==> config.mk <==
export PLATFORM = sky130hd
export DESIGN_NAME = greedy_change_dispenser
export DESIGN_NICKNAME = d
export VERILOG_FILES = /design/src/gchg_pkg.sv /design/src/gchg_quot.sv /design/src/greedy_change_dispenser.sv
export VERILOG_INCLUDE_DIRS = /design/src /design/src/src
export SDC_FILE = /design/constraint.sdc
export NUM_CORES = 1
export LEC_CHECK = 0
export ABC_AREA = 1
export BUFFER_PORTS_ARGS = -buffer_cell sky130_fd_sc_hd__buf_4
export CORE_UTILIZATION = 55
export DETAILED_ROUTE_END_ITERATION = 12
export PLACE_DENSITY = 0.77
export SYNTH_ARGS = -nofsm -noshare
export SYNTH_HDL_FRONTEND = slang
export SYNTH_HIERARCHICAL = 1
export SYNTH_SLANG_ARGS = --single-unit
==> constraint.sdc <==
create_clock -name clk -period 6.6 [get_ports clk]
set_clock_uncertainty 0.15 [all_clocks]
set_input_delay 0.33 -clock clk [delete_from_list [all_inputs] [get_ports clk]]
set_output_delay 0.33 -clock clk [all_outputs]
set_load 0.02 [all_outputs]
==> src/greedy_change_dispenser_macros.svh <==
`ifndef GREEDY_CHANGE_DISPENSER_MACROS_SVH
`define GREEDY_CHANGE_DISPENSER_MACROS_SVH

// same-cycle implication, checked out of reset
`define GCHG_ASSERT_NOW(label, ante, cons, msg) \
  label: assert property (@(posedge clk) disable iff (!rst_n) (ante) |-> (cons)) \
    else $error(msg);

// next-cycle implication, checked out of reset
`define GCHG_ASSERT_NEXT(label, ante, cons, msg) \
  label: assert property (@(posedge clk) disable iff (!rst_n) (ante) |=> (cons)) \
    else $error(msg);

`endif

==> src/gchg_pkg.sv <==
`timescale 1ns / 1ps
`default_nettype none

package gchg_pkg;

  localparam int SLOT_MAX = 16;
  localparam int IDX_W    = 4;
  localparam int AMT_W    = 27;
  localparam int CNT_W    = 10;
  localparam int DENOM_W  = 18;
  localparam int QUO_W    = 10;
  localparam int PROD_W   = CNT_W + DENOM_W;

  // request into the shared quotient unit
  typedef struct packed {
    logic               start;
    logic [AMT_W-1:0]   dividend;
    logic [DENOM_W-1:0] divisor;
  } quo_req_t;

  // answer from the quotient unit, quotient saturates at all ones
  typedef struct packed {
    logic             done;
    logic [QUO_W-1:0] quo;
  } quo_rsp_t;

  // denomination value in cents, unused slots are worth nothing
  function automatic logic [DENOM_W-1:0] denom_value(input logic [IDX_W-1:0] idx);
    logic [DENOM_W-1:0] v;
    case (idx)
      4'd0:    v = 18'd200000;
      4'd1:    v = 18'd100000;
      4'd2:    v = 18'd50000;
      4'd3:    v = 18'd20000;
      4'd4:    v = 18'd10000;
      4'd5:    v = 18'd5000;
      4'd6:    v = 18'd2500;
      4'd7:    v = 18'd2000;
      4'd8:    v = 18'd1000;
      4'd9:    v = 18'd500;
      4'd10:   v = 18'd100;
      4'd11:   v = 18'd50;
      4'd12:   v = 18'd20;
      4'd13:   v = 18'd5;
      default: v = 18'd0;
    endcase
    return v;
  endfunction

  // full stock level of each denomination
  function automatic logic [CNT_W-1:0] full_level(input logic [IDX_W-1:0] idx);
    logic [CNT_W-1:0] v;
    case (idx)
      4'd0:    v = 10'd25;
      4'd1:    v = 10'd30;
      4'd2:    v = 10'd40;
      4'd3:    v = 10'd50;
      4'd4:    v = 10'd60;
      4'd5:    v = 10'd70;
      4'd6:    v = 10'd80;
      4'd7:    v = 10'd90;
      4'd8:    v = 10'd100;
      4'd9:    v = 10'd200;
      4'd10:   v = 10'd300;
      4'd11:   v = 10'd500;
      4'd12:   v = 10'd500;
      4'd13:   v = 10'd500;
      default: v = 10'd0;
    endcase
    return v;
  endfunction

endpackage

`default_nettype wire

==> src/gchg_quot.sv <==
`timescale 1ns / 1ps
`default_nettype none

// restoring divider, one quotient bit per cycle, result clipped to all ones
module gchg_quot (
  input  wire logic              clk,
  input  wire logic              rst_n,
  input  wire gchg_pkg::quo_req_t req,
  output gchg_pkg::quo_rsp_t      rsp
);

  localparam int SH_W = gchg_pkg::AMT_W + 1;

  logic                            busy_r;
  logic                            done_r;
  logic [gchg_pkg::AMT_W-1:0]      part_r;
  logic [gchg_pkg::QUO_W-1:0]      quo_r;
  logic [3:0]                      bit_r;

  logic [SH_W-1:0] sat_limit;
  logic [SH_W-1:0] trial;
  logic [SH_W-1:0] part_ext;
  logic            fits;

  // limit beyond which the quotient no longer fits the count width
  assign sat_limit = {{(SH_W-gchg_pkg::DENOM_W){1'b0}}, req.divisor} << gchg_pkg::QUO_W;
  assign trial     = {{(SH_W-gchg_pkg::DENOM_W){1'b0}}, req.divisor} << bit_r;
  assign part_ext  = {1'b0, part_r};
  assign fits      = part_ext >= trial;

  // control
  always_ff @(posedge clk) begin
    if (!rst_n) begin
      busy_r <= 1'b0;
      done_r <= 1'b0;
    end else begin
      if (req.start) begin
        if ({1'b0, req.dividend} >= sat_limit) begin
          done_r <= 1'b1;
        end else begin
          busy_r <= 1'b1;
          done_r <= 1'b0;
        end
      end else if (busy_r && bit_r == 4'd0) begin
        busy_r <= 1'b0;
        done_r <= 1'b1;
      end else begin
        done_r <= 1'b0;
      end
    end
  end

  // shared compare and subtract, one bit per cycle
  always_ff @(posedge clk) begin
    if (req.start) begin
      part_r <= req.dividend;
      bit_r  <= 4'(gchg_pkg::QUO_W - 1);
      if ({1'b0, req.dividend} >= sat_limit) begin
        quo_r <= '1;
      end else begin
        quo_r <= '0;
      end
    end else if (busy_r) begin
      if (fits) begin
        part_r       <= gchg_pkg::AMT_W'(part_ext - trial);
        quo_r[bit_r] <= 1'b1;
      end
      if (bit_r != 4'd0) begin
        bit_r <= bit_r - 4'd1;
      end
    end
  end

  assign rsp.done = done_r;
  assign rsp.quo  = quo_r;

endmodule

`default_nettype wire

==> src/greedy_change_dispenser.sv <==
`timescale 1ns / 1ps
`default_nettype none

// Greedy change dispenser with a limited stock of each denomination. A dispense
// transaction (in_mode 0) walks the denominations from 2000 rupees down to 5 cents
// and gives one result transaction per denomination: pieces given, pieces left
// and the amount still owed; out_last marks the final one, whose residual is what
// could not be paid. A refill transaction (in_mode 1) restores every stock to its
// full level and reports each denomination with nothing given and no residual.
// One input transaction is handled at a time and in_stall stays high until its
// last result has been handed to the output register. Each denomination goes through
// issue, the shared restoring divider that finds one quotient bit per cycle, the
// clip of the quotient to the stock, multiply and write-back; a denomination whose
// quotient would not fit ten bits skips the divider loop. Write-back waits while the
// output is stalled.
`include "greedy_change_dispenser_macros.svh"

module greedy_change_dispenser #(
  parameter int NUM_DENOMS = 14
) (
  input  wire logic                          clk,
  input  wire logic                          rst_n,
  input  wire logic                          in_valid,
  output logic                               in_stall,
  input  wire logic                          in_mode,
  input  wire logic [gchg_pkg::AMT_W-1:0]    in_amount_cents,
  output logic                               out_valid,
  input  wire logic                          out_stall,
  output logic [gchg_pkg::IDX_W-1:0]         out_denom_index,
  output logic [gchg_pkg::CNT_W-1:0]         out_given_count,
  output logic [gchg_pkg::CNT_W-1:0]         out_stock_left,
  output logic [gchg_pkg::AMT_W-1:0]         out_residual_cents,
  output logic                               out_last
);

  localparam logic [gchg_pkg::IDX_W-1:0] LAST_IDX = gchg_pkg::IDX_W'(NUM_DENOMS - 1);

  localparam logic [2:0] ST_IDLE  = 3'd0;
  localparam logic [2:0] ST_START = 3'd1;
  localparam logic [2:0] ST_WAIT  = 3'd2;
  localparam logic [2:0] ST_MUL   = 3'd3;
  localparam logic [2:0] ST_EMIT  = 3'd4;

  logic [2:0]                     state_r, state_nxt;
  logic [gchg_pkg::IDX_W-1:0]     idx_r;
  logic [gchg_pkg::AMT_W-1:0]     rem_r;
  logic [gchg_pkg::CNT_W-1:0]     given_r;
  logic [gchg_pkg::PROD_W-1:0]    prod_r;
  logic [gchg_pkg::CNT_W-1:0]     stock_r [gchg_pkg::SLOT_MAX];

  logic                           out_valid_r;
  logic [gchg_pkg::IDX_W-1:0]     out_idx_r;
  logic [gchg_pkg::CNT_W-1:0]     out_given_r;
  logic [gchg_pkg::CNT_W-1:0]     out_stock_r;
  logic [gchg_pkg::AMT_W-1:0]     out_rem_r;
  logic                           out_last_r;

  gchg_pkg::quo_req_t             div_req;
  gchg_pkg::quo_rsp_t             div_rsp;

  logic                           in_accept;
  logic                           slot_free;
  logic                           emit;
  logic                           is_last;
  logic [gchg_pkg::DENOM_W-1:0]   cur_val;
  logic [gchg_pkg::CNT_W-1:0]     cur_stock;
  logic [gchg_pkg::CNT_W-1:0]     stock_after;
  logic [gchg_pkg::AMT_W-1:0]     rem_after;

  assign in_stall  = (state_r != ST_IDLE);
  assign in_accept = in_valid && !in_stall;
  assign slot_free = !out_valid_r || !out_stall;
  assign emit      = (state_r == ST_EMIT) && slot_free;
  assign is_last   = (idx_r == LAST_IDX);
  assign cur_val   = gchg_pkg::denom_value(idx_r);
  assign cur_stock = stock_r[idx_r];

  assign stock_after = cur_stock - given_r;
  assign rem_after   = rem_r - gchg_pkg::AMT_W'(prod_r);

  // shared divider
  assign div_req.start    = (state_r == ST_START);
  assign div_req.dividend = rem_r;
  assign div_req.divisor  = cur_val;

  gchg_quot u_quot (
    .clk   (clk),
    .rst_n (rst_n),
    .req   (div_req),
    .rsp   (div_rsp)
  );

  // sequencer
  always_comb begin
    state_nxt = state_r;
    case (state_r)
      ST_IDLE:  if (in_accept) state_nxt = ST_START;
      ST_START: state_nxt = ST_WAIT;
      ST_WAIT:  if (div_rsp.done) state_nxt = ST_MUL;
      ST_MUL:   state_nxt = ST_EMIT;
      ST_EMIT: begin
        if (slot_free) begin
          state_nxt = is_last ? ST_IDLE : ST_START;
        end
      end
      default:  state_nxt = ST_IDLE;
    endcase
  end

  always_ff @(posedge clk) begin
    if (!rst_n) begin
      state_r <= ST_IDLE;
    end else begin
      state_r <= state_nxt;
    end
  end

  // running remainder, denomination index, pieces and their value
  always_ff @(posedge clk) begin
    if (in_accept) begin
      idx_r <= '0;
      rem_r <= in_mode ? '0 : in_amount_cents;
    end else if (emit) begin
      idx_r <= idx_r + 1'b1;
      rem_r <= rem_after;
    end
    if (state_r == ST_WAIT && div_rsp.done) begin
      given_r <= (div_rsp.quo < cur_stock) ? div_rsp.quo : cur_stock;
    end
    if (state_r == ST_MUL) begin
      prod_r <= given_r * cur_val;
    end
  end

  // coin stock, full at reset and on refill
  always_ff @(posedge clk) begin
    if (!rst_n || (in_accept && in_mode)) begin
      for (int i = 0; i < gchg_pkg::SLOT_MAX; i++) begin
        stock_r[i] <= gchg_pkg::full_level(gchg_pkg::IDX_W'(i));
      end
    end else if (emit) begin
      stock_r[idx_r] <= stock_after;
    end
  end

  // result register
  always_ff @(posedge clk) begin
    if (!rst_n) begin
      out_valid_r <= 1'b0;
    end else if (emit) begin
      out_valid_r <= 1'b1;
    end else if (!out_stall) begin
      out_valid_r <= 1'b0;
    end
  end

  always_ff @(posedge clk) begin
    if (emit) begin
      out_idx_r   <= idx_r;
      out_given_r <= given_r;
      out_stock_r <= stock_after;
      out_rem_r   <= rem_after;
      out_last_r  <= is_last;
    end
  end

  assign out_valid          = out_valid_r;
  assign out_denom_index    = out_idx_r;
  assign out_given_count    = out_given_r;
  assign out_stock_left     = out_stock_r;
  assign out_residual_cents = out_rem_r;
  assign out_last           = out_last_r;

  // checks
  `GCHG_ASSERT_NOW(a_given_in_stock, state_r == ST_EMIT, given_r <= cur_stock,
    "pieces given exceed stock")
  `GCHG_ASSERT_NOW(a_prod_in_rem, state_r == ST_EMIT,
    prod_r <= {{(gchg_pkg::PROD_W-gchg_pkg::AMT_W){1'b0}}, rem_r},
    "value given exceeds remainder")
  `GCHG_ASSERT_NOW(a_done_when_waiting, div_rsp.done, state_r == ST_WAIT,
    "divider finished outside wait")
  `GCHG_ASSERT_NEXT(a_accept_starts, in_accept, state_r == ST_START && idx_r == '0,
    "accepted transaction did not start at the first denomination")

endmodule

`default_nettype wire

==> results.json <==
{
  "status": "finished with violations",
  "violations": "design-rule violations",
  "drive_gt1_frac": 0.0907,
  "busiest_layer": "met2",
  "cts_sinks": 349,
  "rows": 79,
  "cts_resized": 0,
  "detail-route-antenna-nets": 0,
  "clk_pin_slew_ns": 0.06,
  "netlist_instances": 3126,
  "synth_common_cells": "nand2_1, inv_1, edfxtp_1, nor2_1, ha_1",
  "yosysMostFrequentCell": "nand2_1",
  "antenna_cells": 0,
  "synth-edff-count": 313,
  "yosys_warnings": 6,
  "grt_max_degree": 81,
  "syn_to_final_growth_pct": 10.1,
  "min_period_over_period": 0.845,
  "dp.cells": 3724,
  "place_ws_ns": 1.10,
  "power_mw": 13.8,
  "numPortBuffers": 85,
  "use_met1": 0.409,
  "fin_ws_ns": 1.02,
  "n_fill_cell": 4024,
  "h-tree-depth": 2,
  "dp_hpwl_um": 54600,
  "dr.first_iter.drc_count": 2173,
  "clk_latency_ns": 0.59,
  "vdd.ir_drop.worst_mv": 0.313,
  "grt_use_total": 0.306,
  "overflow": 0,
  "via_per_inst": 5.68,
  "multiInputGateArea_um2": 13500,
  "drt-total-wl_um": 72100,
  "post-cts-setup-buffers": 0,
  "use_met3": 0.0442,
  "min_period_ns": 5.58,
  "register_area_um2": 10100,
  "drc": 2,
  "power_density_nw_per_um2": 481,
  "critical_path_required_ns": 6.78,
  "firstDrtPassIters": 10,
  "tritoncts": "built",
  "start_kind": "flop",
  "arrival_ns": 5.76,
  "tightest_slew_ns": 1.12,
  "rsz0062_at_grt": "false",
  "hold_violations": 0,
  "numCtsBuffers": 40,
  "antenna_found_initial": 0,
  "cts-root-buf": "clkbuf_16",
  "synthesis.nets": 3448,
  "yosysTopAreaCell": "edfxtp_1",
  "clockBufferDepth": 3,
  "yosysSeqAreaShare": 0.388,
  "synth_area_um2": 26100,
  "tns_ns": 0,
  "wl_per_cell_um": 18.8,
  "chipWidth_um": 220,
  "fp.dieH_um": 220,
  "synth_flop_cell": "edfxtp_1",
  "leakage_nw": 13.4,
  "ys_ff_latch": 349,
  "nets": 3511,
  "cap_violations": 0,
  "crit_type": "reg2reg",
  "max_freq_mhz": 179,
  "die-area_um2": 48200,
  "grt_pass1_wl_um": 114000,
  "grt_pass1_vias": 21500,
  "cp_max_fo": 20,
  "core_um2": 46700,
  "synth_top_area_share": 0.361,
  "finalNonFillerCells": 3827,
  "met2_usage": 0.510,
  "ios": 86,
  "ys_types": 61,
  "synth_area_leaders": "edfxtp_1, nand2_1, fa_1, ha_1, inv_1",
  "holdCritPathClass": "in2reg",
  "hold_buffers": 30,
  "place.gp.congestion": 0.980,
  "end_kind": "flop",
  "initial_utilization": 0.558,
  "ff2ff_setup_slack_ns": 1.02,
  "maxSlewHeadroom": 0.253,
  "slew_viol_final": 0,
  "postSynthAreaPerCell_um2": 8.34,
  "setup_viol": 0,
  "routed-via-count": 21700,
  "postSynth.asyncResetShare": 0
}
[final cells by class]
| type | count | share of cell area |
|---|---|---|
| Tap cell | 607 | 0.0265 |
| Timing Repair Buffer | 136 | 0.0382 |
| Inverter | 500 | 0.0657 |
| Clock buffer | 46 | 0.0357 |
| Multi-Input combinational cell | 2162 | 0.470 |
| Clock inverter | 27 | 0.0112 |
| Sequential cell | 349 | 0.353 |
[critical path, cell delays in order (launching register included)]
cell	delay [ns]
edfxtp_1	0.80
nand2_1	0.18
fa_1	0.54
fa_1	0.55
inv_1	0.05
fa_1	0.48
fa_1	0.56
inv_1	0.06
fa_1	0.54
inv_1	0.06
ha_1	0.36
nand2_1	0.10
nand2_1	0.06
a31oi_1	0.18
nand2_1	0.14
a21oi_1	0.25
nor2_1	0.07
nor2_1	0.12
xnor2_1	0.08
[through the flow]
step | util | hold slack [ns] | area [um2]
detailed placement | 0.580 | 0.399 | 27100
global route | 0.615 | 0.175 | 28700
CTS | 0.615 | 0.147 | 28700
floorplan | - | 0.274 | 26100
global placement | 0.580 | 0.390 | 27100
finish | 0.615 | 0.170 | 28700
[cell usage in the layout, fill, tap and decap left out, types with 106 or more instances in the layout]
master,count
a21oi_1,110
buf_4,106
edfxtp_1,313
fa_1,128
ha_1,162
inv_1,470
nand2_1,811
nand3_1,142
nor2_1,288
o21ai_0,159
[logic make-up (layout without fill, tap and decap cells)]
kind of cell	after synthesis	count (layout)	share of synthesized area
simple gates	1409	1409	0.232
buf+inv	615	709	0.0939
compound gates	407	407	0.0904
flops	349	349	0.388
fa+ha+maj	290	290	0.176
xor+xnor	51	51	0.0177
mux	5	5	0.00192
[worst paths after layout]
path / from / endpoint / depth (start not counted)
max: given_r[4] / prod_r[22] / 18
min: in_mode / rem_r[11] / 4
max reg2reg: given_r[4] / prod_r[22] / 18
min reg2reg: idx_r[1] / out_denom_index[1] / 0
[metal layers]
metal | vias up | part of all wire
met5 | - | 0
met4 | 0 | 0.031
met3 | 154 | 0.077
met2 | 963 | 0.48
met1 | 10400 | 0.41
li1 | 10200 | -
[flip-flops by register name, summed over array words and instances (netlist names), 3 cells and up, named ones only]
signal,count
cur_val,18
given_r,10
idx_r,4
out_denom_index,4
out_given_count,10
out_residual_cents,27
out_stock_left,10
prod_r,27
rem_r,27
state_r,3
stock_r,160
u_quot/bit_r,4
u_quot/part_r,27
u_quot/quo_r,10
[where the power goes]
part	switching (mW)	leakage [nW]	internal, mW	total (mW)
Sequential	0.386	3.20	3.11	3.50
Clock	0.960	0.646	1.33	2.29
Combinational	5.26	9.58	2.77	8.03
Power figures use the tool's default switching activity.
